==> config.mk <==
export PLATFORM = sky130hd
export DESIGN_NAME = tire_overheat_warning
export DESIGN_NICKNAME = d
export VERILOG_FILES = /design/src/design/tow_pkg.sv /design/src/design/tow_cfg.sv /design/src/design/tow_speed_filt.sv /design/src/design/tow_heat.sv /design/src/design/tire_overheat_warning.sv
export SDC_FILE = /design/constraint.sdc
export NUM_CORES = 1
export LEC_CHECK = 0
export BUFFER_PORTS_ARGS = -buffer_cell sky130_fd_sc_hd__buf_2
export CORE_ASPECT_RATIO = 0.75
export CORE_MARGIN = 1
export CORE_UTILIZATION = 69
export CTS_BUF_LIST = sky130_fd_sc_hd__clkbuf_4 sky130_fd_sc_hd__clkbuf_8 sky130_fd_sc_hd__clkbuf_16
export DETAILED_ROUTE_END_ITERATION = 8
export HOLD_SLACK_MARGIN = 0.15
export PLACE_DENSITY = 0.92
export SYNTH_ARGS = -nofsm -noshare
export SYNTH_HDL_FRONTEND = slang
export SYNTH_SLANG_ARGS = --single-unit
==> constraint.sdc <==
create_clock -name clk -period 49 [get_ports clk]
set_input_delay 2.45 -clock clk [delete_from_list [all_inputs] [get_ports clk]]
set_output_delay 2.45 -clock clk [all_outputs]
set_load 0.01 [all_outputs]
==> src/design/tow_pkg.sv <==
package tow_pkg;

  localparam int TEMP_W    = 8;
  localparam int SPEED_W   = 9;
  localparam int IN_SPD_W  = 16;
  localparam int COUNT_W   = 16;
  localparam int FILT_W    = 16;
  localparam int FRAC_W    = 7;
  localparam int DELAY_W   = 7;
  localparam int IDX_W     = 3;
  localparam int MASK_W    = 4;
  localparam int LEVEL_W   = 2;
  localparam int COLOR_W   = 2;
  localparam int CFG_IDX_W = 3;
  localparam int CFG_DW    = 16;

  localparam int IN_DATA_W  = 32;
  localparam int OUT_DATA_W = 40;

  localparam logic signed [TEMP_W-1:0] TEMP_FLOOR = -8'sd127;
  localparam logic [SPEED_W-1:0]       SPEED_CLAMP = 9'd511;
  localparam logic [COUNT_W:0]         FAST_STEP   = 17'd3;
  localparam logic [COUNT_W:0]         SLOW_STEP   = 17'd1;

  // Divide by FilterDiv as multiply by a rounded-up reciprocal; exact for magnitudes
  // below 2**FiltShift / (FiltRecip * FilterDiv - 2**FiltShift), well above 2**16.
  localparam int FilterDiv = 150;
  localparam int FiltShift = 24;
  localparam int FiltRecip = ((1 << FiltShift) + FilterDiv - 1) / FilterDiv;
  localparam int RECIP_W   = 17;
  localparam int MAG_W     = FILT_W + 1;
  localparam int QUOT_W    = 10;

  localparam logic [LEVEL_W-1:0] LVL_NONE     = 2'd0;
  localparam logic [LEVEL_W-1:0] LVL_OVERHEAT = 2'd1;
  localparam logic [LEVEL_W-1:0] LVL_REDUCE   = 2'd2;

  localparam logic [COLOR_W-1:0] COLOR_WHITE  = 2'd0;
  localparam logic [COLOR_W-1:0] COLOR_YELLOW = 2'd1;
  localparam logic [COLOR_W-1:0] COLOR_RED    = 2'd2;

  localparam logic CMD_STORE = 1'b0;
  localparam logic CMD_TICK  = 1'b1;

  typedef enum logic [CFG_IDX_W-1:0] {
    REG_TEMP_LOW   = 3'd0,
    REG_TEMP_MID   = 3'd1,
    REG_TEMP_HIGH  = 3'd2,
    REG_SPEED_ONE  = 3'd3,
    REG_SPEED_TWO  = 3'd4,
    REG_SPEED_THREE = 3'd5,
    REG_COUNT_MAX  = 3'd6,
    REG_WARN_EN    = 3'd7
  } cfg_idx_t;

  typedef struct packed {
    logic [TEMP_W-1:0]  temp_low;
    logic [TEMP_W-1:0]  temp_mid;
    logic [TEMP_W-1:0]  temp_high;
    logic [SPEED_W-1:0] speed_one;
    logic [SPEED_W-1:0] speed_two;
    logic [SPEED_W-1:0] speed_three;
    logic [COUNT_W-1:0] count_max;
    logic               warn_en;
  } cfg_t;

  typedef struct packed {
    logic [DELAY_W-1:0] red_delay;
    logic [SPEED_W-1:0] filt_speed;
    logic [COUNT_W-1:0] heat_count;
    logic [COLOR_W-1:0] color;
    logic [MASK_W-1:0]  mask;
    logic [LEVEL_W-1:0] level;
  } res_t;

endpackage

==> src/design/tow_cfg.sv <==
module tow_cfg (
  input  logic                          clk,
  input  logic                          rst_n,
  input  logic                          cfg_we,
  input  logic [tow_pkg::CFG_IDX_W-1:0] cfg_index,
  input  logic [tow_pkg::CFG_DW-1:0]    cfg_wdata,
  output tow_pkg::cfg_t                 cfg
);
  import tow_pkg::*;

  cfg_t cfg_r;

  always_ff @(posedge clk) begin
    if (!rst_n) begin
      cfg_r.temp_low    <= 8'd100;
      cfg_r.temp_mid    <= 8'd110;
      cfg_r.temp_high   <= 8'd120;
      cfg_r.speed_one   <= 9'd50;
      cfg_r.speed_two   <= 9'd100;
      cfg_r.speed_three <= 9'd150;
      cfg_r.count_max   <= 16'd600;
      cfg_r.warn_en     <= 1'b1;
    end else if (cfg_we) begin
      case (cfg_idx_t'(cfg_index))
        REG_TEMP_LOW:    cfg_r.temp_low    <= cfg_wdata[TEMP_W-1:0];
        REG_TEMP_MID:    cfg_r.temp_mid    <= cfg_wdata[TEMP_W-1:0];
        REG_TEMP_HIGH:   cfg_r.temp_high   <= cfg_wdata[TEMP_W-1:0];
        REG_SPEED_ONE:   cfg_r.speed_one   <= cfg_wdata[SPEED_W-1:0];
        REG_SPEED_TWO:   cfg_r.speed_two   <= cfg_wdata[SPEED_W-1:0];
        REG_SPEED_THREE: cfg_r.speed_three <= cfg_wdata[SPEED_W-1:0];
        REG_COUNT_MAX:   cfg_r.count_max   <= cfg_wdata[COUNT_W-1:0];
        REG_WARN_EN:     cfg_r.warn_en     <= cfg_wdata[0];
        default: ;
      endcase
    end
  end

  assign cfg = cfg_r;

endmodule

==> src/design/tow_speed_filt.sv <==
module tow_speed_filt (
  input  logic [tow_pkg::FILT_W-1:0]   filt_q7,
  input  logic [tow_pkg::IN_SPD_W-1:0] speed_kmh,
  output logic [tow_pkg::FILT_W-1:0]   filt_nxt,
  output logic [tow_pkg::SPEED_W-1:0]  eff_speed
);
  import tow_pkg::*;

  localparam logic [RECIP_W-1:0] RECIP = RECIP_W'(FiltRecip);

  logic [SPEED_W-1:0]       cur;
  logic [FILT_W-1:0]        target;
  logic signed [FILT_W+1:0] diff;
  logic [MAG_W-1:0]         mag;
  logic [MAG_W+RECIP_W-1:0] prod;
  logic [QUOT_W-1:0]        quot;
  logic [FILT_W-1:0]        step;
  logic [SPEED_W-1:0]       filt_speed;

  always_comb begin
    cur    = (speed_kmh > IN_SPD_W'(SPEED_CLAMP)) ? SPEED_CLAMP : speed_kmh[SPEED_W-1:0];
    target = {cur, {FRAC_W{1'b0}}};
    diff   = $signed({2'b00, target}) - $signed({2'b00, filt_q7});
    mag    = diff[FILT_W+1] ? MAG_W'(-diff) : MAG_W'(diff);
    prod   = mag * RECIP;
    quot   = prod[FiltShift +: QUOT_W];
    // truncate toward zero: negate the magnitude quotient for a falling target
    step   = diff[FILT_W+1] ? -FILT_W'(quot) : FILT_W'(quot);
    filt_nxt   = filt_q7 + step;
    filt_speed = filt_nxt[FILT_W-1:FRAC_W];
    eff_speed  = (cur < filt_speed) ? cur : filt_speed;
  end

endmodule

==> src/design/tow_heat.sv <==
module tow_heat #(
  parameter int NUM_WHEELS      = 4,
  parameter int RED_DELAY_TICKS = 120
) (
  input  logic                         clk,
  input  logic                         rst_n,
  input  tow_pkg::cfg_t                cfg,
  input  logic                         item_en,
  input  logic                         cmd,
  input  logic [tow_pkg::IDX_W-1:0]    wheel_index,
  input  logic [tow_pkg::TEMP_W-1:0]   temperature,
  input  logic [tow_pkg::IN_SPD_W-1:0] speed_kmh,
  output tow_pkg::res_t                res
);
  import tow_pkg::*;

  localparam logic [DELAY_W-1:0] DELAY_LAST = DELAY_W'(RED_DELAY_TICKS);

  logic signed [TEMP_W-1:0] temps_r   [NUM_WHEELS];
  logic signed [TEMP_W-1:0] temps_nxt [NUM_WHEELS];
  logic [COUNT_W-1:0]       heat_r, heat_nxt;
  logic [FILT_W-1:0]        filt_r, filt_nxt, filt_calc;
  logic                     over_r, over_nxt;
  logic                     red_r, red_nxt;
  logic [DELAY_W-1:0]       delay_r, delay_nxt;
  logic [SPEED_W-1:0]       fs;
  logic signed [TEMP_W-1:0] mt;
  logic signed [TEMP_W-1:0] t_low, t_mid, t_high;
  logic [COUNT_W:0]         hmax_x, up1, up3, dn1;
  logic [MASK_W-1:0]        hot_mask;
  logic                     is_tick;

  tow_speed_filt u_filt (
    .filt_q7   (filt_r),
    .speed_kmh (speed_kmh),
    .filt_nxt  (filt_calc),
    .eff_speed (fs)
  );

  always_comb begin
    for (int i = 0; i < NUM_WHEELS; i++) begin
      temps_nxt[i] = temps_r[i];
      if (cmd == CMD_STORE && wheel_index == IDX_W'(i)) begin
        temps_nxt[i] = temperature;
      end
    end
    mt = TEMP_FLOOR;
    for (int i = 0; i < NUM_WHEELS; i++) begin
      if (temps_nxt[i] > mt) begin
        mt = temps_nxt[i];
      end
    end
  end

  for (genvar g = 0; g < MASK_W; g++) begin : g_mask
    if (g < NUM_WHEELS) begin : g_on
      assign hot_mask[g] = (temps_nxt[g] == mt);
    end else begin : g_off
      assign hot_mask[g] = 1'b0;
    end
  end

  always_comb begin
    is_tick = (cmd == CMD_TICK);
    t_low   = cfg.temp_low;
    t_mid   = cfg.temp_mid;
    t_high  = cfg.temp_high;
    hmax_x  = {1'b0, cfg.count_max};
    up1     = ({1'b0, heat_r} + SLOW_STEP > hmax_x) ? hmax_x : {1'b0, heat_r} + SLOW_STEP;
    up3     = ({1'b0, heat_r} + FAST_STEP > hmax_x) ? hmax_x : {1'b0, heat_r} + FAST_STEP;
    dn1     = (heat_r != '0) ? {1'b0, heat_r} - SLOW_STEP : '0;

    heat_nxt  = heat_r;
    filt_nxt  = filt_r;
    over_nxt  = over_r;
    red_nxt   = red_r;
    delay_nxt = delay_r;

    if (is_tick) begin
      filt_nxt = filt_calc;
      if (cfg.speed_one >= fs) begin
        heat_nxt = (t_high < mt) ? dn1[COUNT_W-1:0] : '0;
      end else if (cfg.speed_two >= fs) begin
        if (t_mid > mt) begin
          heat_nxt = '0;
        end else if (t_high < mt) begin
          heat_nxt = up1[COUNT_W-1:0];
        end
      end else if (cfg.speed_three >= fs) begin
        if (t_mid > mt) begin
          heat_nxt = dn1[COUNT_W-1:0];
        end else if (t_high < mt) begin
          heat_nxt = up3[COUNT_W-1:0];
        end else begin
          heat_nxt = up1[COUNT_W-1:0];
        end
      end else begin
        if (t_mid > mt) begin
          heat_nxt = dn1[COUNT_W-1:0];
        end else if (t_high < mt) begin
          heat_nxt = cfg.count_max;
        end else begin
          heat_nxt = up3[COUNT_W-1:0];
        end
      end

      if (t_low > mt) begin
        over_nxt = 1'b0;
      end else if (cfg.count_max <= heat_nxt) begin
        over_nxt = 1'b1;
      end

      red_nxt = 1'b0;
      if (cfg.count_max == heat_nxt) begin
        if (delay_r < DELAY_LAST) begin
          delay_nxt = delay_r + 1'b1;
        end else if (cfg.speed_three < fs && t_high <= mt) begin
          red_nxt = 1'b1;
        end else if (red_r && cfg.speed_one < fs) begin
          red_nxt = 1'b1;
        end
      end else begin
        delay_nxt = '0;
      end
    end
  end

  always_ff @(posedge clk) begin
    if (!rst_n) begin
      for (int i = 0; i < NUM_WHEELS; i++) begin
        temps_r[i] <= TEMP_FLOOR;
      end
      heat_r  <= '0;
      filt_r  <= '0;
      over_r  <= 1'b0;
      red_r   <= 1'b0;
      delay_r <= '0;
    end else if (item_en) begin
      temps_r <= temps_nxt;
      heat_r  <= heat_nxt;
      filt_r  <= filt_nxt;
      over_r  <= over_nxt;
      red_r   <= red_nxt;
      delay_r <= delay_nxt;
    end
  end

  always_comb begin
    res.level = LVL_NONE;
    res.mask  = '0;
    if (cfg.warn_en) begin
      res.level = red_nxt ? LVL_REDUCE : (over_nxt ? LVL_OVERHEAT : LVL_NONE);
      if (over_nxt) begin
        res.mask = hot_mask;
      end
    end
    if (t_mid <= mt) begin
      res.color = COLOR_RED;
    end else if (t_low > mt) begin
      res.color = COLOR_WHITE;
    end else begin
      res.color = COLOR_YELLOW;
    end
    res.heat_count = heat_nxt;
    res.filt_speed = filt_nxt[FILT_W-1:FRAC_W];
    res.red_delay  = delay_nxt;
  end

endmodule

==> src/design/tire_overheat_warning.sv <==
// Tire overheat warning. Takes one item per clock while out_tready stays high:
// a store item (in_tuser low) writes one wheel temperature, a tick item (in_tuser high,
// once per second) filters the speed and moves the heat counter, the overheat warning
// and the reduce-speed delay. Every item returns one result: the input register feeds a
// single pass of compare, add and one multiply (the divide by 150 of the speed filter)
// into the result register, so the sustained rate is one item per cycle while out_tready
// stays high. Configure only while no item is in flight.
module tire_overheat_warning #(
  parameter int NUM_WHEELS      = 4,
  parameter int RED_DELAY_TICKS = 120
) (
  input  logic                            clk,
  input  logic                            rst_n,
  input  logic                            in_tvalid,
  output logic                            in_tready,
  // wheel_index, temperature, speed_kmh, zero pad
  input  logic [tow_pkg::IN_DATA_W-1:0]   in_tdata,
  // cmd
  input  logic [0:0]                      in_tuser,
  output logic                            out_tvalid,
  input  logic                            out_tready,
  // warning_level, hot_wheel_mask, hot_color, heat_count, filtered_speed, red_delay_count
  output logic [tow_pkg::OUT_DATA_W-1:0]  out_tdata,
  input  logic                            cfg_we,
  input  logic [tow_pkg::CFG_IDX_W-1:0]   cfg_index,
  input  logic [tow_pkg::CFG_DW-1:0]      cfg_wdata
);
  import tow_pkg::*;

  cfg_t                cfg;
  res_t                res;
  logic                s1_valid_r;
  logic                s1_cmd_r;
  logic [IDX_W-1:0]    s1_idx_r;
  logic [TEMP_W-1:0]   s1_temp_r;
  logic [IN_SPD_W-1:0] s1_speed_r;
  logic                out_valid_r;
  res_t                out_res_r;
  logic                advance;
  logic                in_xfer;

  tow_cfg u_cfg (
    .clk       (clk),
    .rst_n     (rst_n),
    .cfg_we    (cfg_we),
    .cfg_index (cfg_index),
    .cfg_wdata (cfg_wdata),
    .cfg       (cfg)
  );

  tow_heat #(
    .NUM_WHEELS      (NUM_WHEELS),
    .RED_DELAY_TICKS (RED_DELAY_TICKS)
  ) u_heat (
    .clk         (clk),
    .rst_n       (rst_n),
    .cfg         (cfg),
    .item_en     (advance),
    .cmd         (s1_cmd_r),
    .wheel_index (s1_idx_r),
    .temperature (s1_temp_r),
    .speed_kmh   (s1_speed_r),
    .res         (res)
  );

  assign advance   = s1_valid_r && (!out_valid_r || out_tready);
  assign in_tready = !s1_valid_r || advance;
  assign in_xfer   = in_tvalid && in_tready;

  always_ff @(posedge clk) begin
    if (!rst_n) begin
      s1_valid_r  <= 1'b0;
      out_valid_r <= 1'b0;
    end else begin
      if (in_tready) begin
        s1_valid_r <= in_tvalid;
      end
      if (advance) begin
        out_valid_r <= 1'b1;
      end else if (out_tready) begin
        out_valid_r <= 1'b0;
      end
    end
  end

  always_ff @(posedge clk) begin
    if (in_xfer) begin
      s1_cmd_r   <= in_tuser[0];
      s1_idx_r   <= in_tdata[IDX_W-1:0];
      s1_temp_r  <= in_tdata[IDX_W +: TEMP_W];
      s1_speed_r <= in_tdata[IDX_W+TEMP_W +: IN_SPD_W];
    end
    if (advance) begin
      out_res_r <= res;
    end
  end

  assign out_tvalid = out_valid_r;
  assign out_tdata  = out_res_r;

`ifndef SYNTHESIS
  a_delay_bound: assert property (@(posedge clk) disable iff (!rst_n)
    out_tvalid |-> (out_res_r.red_delay <= DELAY_W'(RED_DELAY_TICKS)))
    else $error("red delay count above its limit");

  a_level_code: assert property (@(posedge clk) disable iff (!rst_n)
    out_tvalid |-> (out_res_r.level <= LVL_REDUCE))
    else $error("warning level code out of range");

  a_mask_needs_level: assert property (@(posedge clk) disable iff (!rst_n)
    (out_tvalid && out_res_r.mask != '0) |-> (out_res_r.level != LVL_NONE))
    else $error("hot wheel mask without warning");

  a_hold_full: assert property (@(posedge clk) disable iff (!rst_n)
    (s1_valid_r && out_valid_r && !out_tready) |-> !in_tready)
    else $error("input taken while both stages are stalled");
`endif

endmodule

==> impl_metrics.yaml, run 1 <==
yosys:
  avgSynthCellArea_um2: 8.29
  syn_nets: 3065
  yosysSeqAreaShare_pct: 22.4
  synth_edf_count: 68
  yosysTopAreaCell: "ha_1"
  synth_ff_type: "dfxtp_1"
  syn-instance-count: 2644
  synthTopCellsByCount: "nand2_1 (324), inv_1 (267), ha_1 (265), nor2_1 (157), dfxtp_1 (143)"
  synth_area_um2: 21900
  yosysMostFrequentCell: "nand2_1"
  synth_top_area_share_pct: 15.1
  ys_seq_elements: 211
  yosys-top-cells-area: "ha_1 (15%), dfxtp_1 (13%), edfxtp_1 (9.3%)"
  synthArstFlopShare_pct: 0
  yosysWarnings: 0
  post_synth_num_cell_types: 87
sta:
  maxClockFrequency_mhz: 42.0
  fin_crit_ns: 23.81
  period_share_pct: 48.6
  worstMarginPinSlew_ns: 1.20
  setup_violations: 0
  rsz0062_at_grt: "no"
  whs_ns: 0.470
  hold_viol: 0
  tns_ns: 0
  fin_skew_ns: 0.0236
  slew_viol_final: 0
  slew_headroom_pct: 19.1
worst_setup_path:
  crit_required_ns: 49.34
  slowest_stage: "a2111oi_0"
  slowest_delay_ns: 0.94
  critPathMaxFanout: 20
  worst_path_most_repeated_cell: "a21oi_1"
  critical_path_buf_inv_count: 7
  cpLargestDelayFamily: "compound AO/OA/AOI/OAI gates"
  crit_arrival_ns: 24.15
  reg2reg_setup_slack_ns: 25.19
  worst_setup_path_start_kind: "register"
  end_kind: "register"
  critPathKind: "reg2reg"
routing:
  route.met2.wl_um: 28700
  drt-total-wl_um: 65500
  drcViolationCount: 0
  first_pass_iters: 6
  routed_via_density: 6.52
  ant_nets: 0
  wl_met1_um: 27000
  drt_iter0_drc: 2517
  vias: 20300
  top_layer: "met4"
  wl_met3_um: 7620
  wl_per_cell_um: 21.1
die:
  ios: 99
  die_width_um: 208
  row_count: 56
  dieArea_um2: 32500
  die_y_um: 156
  core_area_um2: 31300
  initial_core_util_pct: 70.2
global_route:
  grt_usage_pct: 40.0
  grt.overflow.total: 0
  grt_pass1_wl_um: 103000
  grt_max_degree: 105
  antenna_found_initial: 0
  grt_pass1_vias: 19600
min_path:
  hold_class: "reg2reg"
clocking:
  cts_made_buffers: 24
  post_cts_buffers: 0
  tritoncts: "done"
  worstSkewPairLatency_ns: 0.57
  root_buffer: "clkbuf_16"
  cts_buffer_depth: 3
  clock_sinks: 211
  cts_resized: 0
  h-tree-depth: 1
  clk_pin_slew_ns: 0.06
  hold_buffers: 0
finish:
  layout-drive-gt1-share_pct: 8.18
  area_delta_synth_final_pct: 7.50
  multiInputGateArea_um2: 15600
  antennaDiodeCount: 0
  nets: 3105
  regArea_um2: 4900
  fill_cells: 2274
flow_run:
  drv_cap: 0
placed_design:
  routabilityCongestion: 1.02
  portBuffers: 93
  dp_hpwl_um: 49900
outcome:
  run_status: "finished, final reports clean"
routing by layer:
metal / vias up / track usage (%)
met1: 9583 / 54.1
met2: 1192 / 63.6
met3: 203 / 8.59
met4: 0 / 13.5
met5: - / 0
li1: 9291 / -
flip-flops by register name (all words and copies together), names as in the netlist:
name	flops
u_heat.over_r	1
u_heat.heat_r	16
u_cfg.cfg	68
u_heat.filt_r	16
u_heat.red_r	1
out_tdata	40
s1_valid_r	1
u_heat.temps_r	32
s1_temp_r	8
s1_speed_r	16
u_heat.delay_r	7
out_tvalid	1
s1_idx_r	3
s1_cmd_r	1
per-stage QoR:
step	worst slack (ns)	utilization [%]	instance area, um^2	instances
floorplan	30.36	-	21900	2644
global placement	26.60	72.8	22700	3064
detailed placement	26.21	72.8	22700	3064
CTS	26.03	75.4	23600	3108
global route	24.15	75.4	23600	3108
finish	25.19	75.4	23600	3108
final cells by class:
class	instances	area share [%]
multi-input cells	2048	66.1
repair buffers	126	3.04
clock buffers	30	2.94
flip-flops and latches	211	20.8
clock inverters	14	0.605
inverters	273	4.35
well taps	406	2.15
worst min-delay path, delay by kind of cell (launching register included):
| kind | cells | cell delay [ns] |
|---|---|---|
| flops | 1 | 0.31 |
| simple gates | 1 | 0.05 |
| compound gates | 1 | 0.06 |
cell usage in the layout (no fill, tap or decap), types with 8 or more instances in the layout:
| master | Yosys | layout |
|---|---|---|
| fa_1 | 99 | 99 |
| nor2b_1 | 46 | 46 |
| nand4_1 | 37 | 37 |
| dfxtp_1 | 143 | 143 |
| buf_4 | 2 | 34 |
| buf_2 | 5 | 92 |
| o21ai_0 | 114 | 114 |
| a31oi_1 | 31 | 30 |
| o21a_1 | 28 | 28 |
| mux2i_1 | 68 | 68 |
| nor4_1 | 23 | 23 |
| a22oi_1 | 10 | 10 |
| a211oi_1 | 9 | 9 |
| a21o_1 | 44 | 44 |
| o211a_1 | 26 | 26 |
| o22ai_1 | 8 | 8 |
| nor2_1 | 157 | 156 |
| and2_1 | 36 | 36 |
| inv_1 | 267 | 267 |
| nand3_1 | 76 | 76 |
| ha_1 | 265 | 265 |
| mux2_2 | 15 | 15 |
| nor3_1 | 50 | 50 |
| clkbuf_16 | 0 | 26 |
| edfxtp_1 | 68 | 68 |
| and3_1 | 14 | 14 |
| a21boi_0 | 53 | 53 |
| nand2b_1 | 35 | 35 |
| or3_1 | 9 | 9 |
| xnor2_1 | 108 | 108 |
| nand2_1 | 324 | 324 |
| xor2_1 | 60 | 60 |
| o31ai_1 | 15 | 15 |
| or2_2 | 14 | 14 |
| o211ai_1 | 22 | 22 |
| a21oi_1 | 133 | 133 |
path summary, 6_finish.rpt:
check,from,end,cells past startpoint
min reg2reg,u_cfg.cfg[44],u_cfg.cfg[44],2
max,s1_speed_r[12],out_tdata[3],78
max reg2reg,s1_speed_r[12],out_tdata[3],78
min,u_cfg.cfg[44],u_cfg.cfg[44],2
cells by family after synthesis:
family,synth area share [%]
adders and majority gates,24.4
buffers and inverters,6.65
muxes,3.87
DFF,22.4
xor gates and xnor gates,6.82
AOI/OAI and AO/OA,17.6
and+or+nand+nor,18.3
Power of run 1 is left out: the tool's default activity adds up to more than one toggle a clock period on the data nets, which glitch-free logic cannot reach.
==> run 2, diff against run 1 <==
- CORE_UTILIZATION: 69 -> 58
- PLACE_DENSITY: 0.92 -> 0.83
- clock period: 49 -> 20.1 ns (I/O delays scaled with it)
==> run 2 against run 1 <==
Against the previous run:
- flip-flop and latch count unchanged
- final area up 3.0%
- via count down 1.8%
- count of clock-buffer cells in the layout up 1
- critical path depth up 2
- maximum frequency up 24%
- highest routed layer unchanged
- routed wire length up 0.30%
- sequential share of layout area down 0.61 points
- critical endpoint is now out_tdata[2]
- first-iteration DRC count down 12%
- cell count up 4.9%
==> impl_metrics.yaml, run 2 (synthesized netlist as in run 1, its figures left out) <==
die:
  core_area_um2: 37200
  ios: 99
  die_y_um: 170
  initial_core_util_pct: 59.0
  dieArea_um2: 38600
  die_width_um: 227
  row_count: 61
worst_setup_path:
  rr_startpoint: "s1_speed_r[12]"
  crit_required_ns: 20.47
  slowest_stage: "or4_1"
  reg2reg_setup_slack_ns: 0.86
  worst_path_most_repeated_cell: "ha_1"
  r2r-end: "out_tdata[2]"
  worst_setup_path_start_kind: "register"
  crit_path_start: "s1_speed_r[12]"
  critPathKind: "reg2reg"
  slowest_delay_ns: 0.58
  end_kind: "register"
  reg2regPathDepth: 80
  crit_arrival_ns: 19.61
  critPathMaxFanout: 15
clocking:
  clk_pin_slew_ns: 0.07
  h-tree-depth: 1
  root_buffer: "clkbuf_16"
  worstSkewPairLatency_ns: 0.57
  clock_sinks: 211
  tritoncts: "done"
  cts_buffer_depth: 3
  cts_made_buffers: 24
finish:
  most-common-layout-cells: "nand2_1 (323), inv_1 (266), ha_1 (264), nor2_1 (155), dfxtp_1 (143)"
  nets: 3158
  fill_cells: 3073
  top_register: "u_cfg.cfg"
  layout-drive-gt1-share_pct: 11.2
  antennaDiodeCount: 0
  area_delta_synth_final_pct: 10.7
  final_common_cell: "nand2_1"
  fin_util_pct: 65.3
  finalInstanceArea_um2: 24300
  largest_register_ffs: 68
sta:
  slew_viol_final: 0
  fin_crit_ns: 19.24
  tns_ns: 0
  period_share_pct: 95.7
  slew_headroom_pct: 25.0
  maxClockFrequency_mhz: 52.0
  fin_skew_ns: 0.0359
  worstMarginPinSlew_ns: 1.13
  worst_slack_ns: 0.861
  rsz0062_at_grt: "no"
  setup_violations: 0
  hold_viol: 0
flow_run:
  drv_cap: 0
routing:
  first_pass_iters: 8
  vias: 19900
  drcViolationCount: 0
  drt-total-wl_um: 65700
  routed_via_density: 6.11
  ant_nets: 0
  wl_per_cell_um: 20.2
  drt_iter0_drc: 2224
placed_design:
  placed_area_um2: 23200
  routabilityCongestion: 0.986
  dp_hpwl_um: 51500
  portBuffers: 93
  dp_slack_ns: 0.255
min_path:
  hold_class: "reg2reg"
  hold_end: "u_cfg.cfg[17]"
  min_from: "u_cfg.cfg[17]"
  min_delay_path_depth: 2
global_route:
  grt_max_degree: 94
  grt_pass1_vias: 19000
  grt_usage_pct: 34.0
  grt.overflow.total: 0
  antenna_found_initial: 0
  grt_pass1_wl_um: 103000
outcome:
  run_status: "finished, final reports clean"
[run 2: cell types whose count changed in the layout (fill, tap and decap cells not counted), moves of 5 or more]
| cell | delta |
|---|---|
| a21oi_1 | -5 |
| a21oi_2 | +5 |
| buf_4 | +51 |
| xnor2_1 | -6 |
| xnor2_2 | +6 |
[run 2: layer usage]
layer	share of wire [%]	track usage (%)	wire (um)	up-vias
li1	-	-	-	9388
met1	44	48.9	29200	9461
met2	44	52.8	28600	921
met3	9.1	5.30	6000	140
met4	2.9	8.70	1890	0
met5	0	0	0	-
[run 2: worst max path at each step]
stage,cells after the start,endpoint
6_report,80,out_tdata[2]
4_1_cts,85,out_tdata[3]
2_1_floorplan,85,out_tdata[3]
3_5_place_dp,85,out_tdata[3]
5_1_grt,84,out_tdata[3]
3_3_place_gp,85,out_tdata[3]
[run 2: timing repair]
item,in CTS,in global routing
resized for setup,0,38
endpoints found under the hold margin,0,0
setup buffers,0,3
endpoints found under the setup margin,0,18
hold buffers,0,0
[run 2: final cells by class]
type	instances	area [um^2]	share of cell area (%)
multi-input combinational	2048	15700	64.8
sequential	211	4900	20.2
timing repair buffer	179	1130	4.65
inverter	273	1030	4.23
clock buffer	31	683	2.81
tap	504	631	2.60
clock inverter	13	166	0.685
[run 2: critical path, delay by kind of cell, from the launching register on]
family	cells	cell delay, ns
simple gates	25	5.64
compound gates	24	4.89
fa+ha+maj	12	4.75
buf+inv	12	1.76
mux	3	0.88
xor+xnor	4	0.78
flops	1	0.36
[run 2: per-stage QoR]
| stage | std cells | hold WS, ns |
|---|---|---|
| floorplan | 2644 | 0.443 |
| global placement | 3212 | 0.454 |
| detailed placement | 3212 | 0.462 |
| CTS | 3256 | 0.471 |
| global route | 3259 | 0.496 |
| finish | 3259 | 0.468 |
Power of run 2 is left out for the same reason.
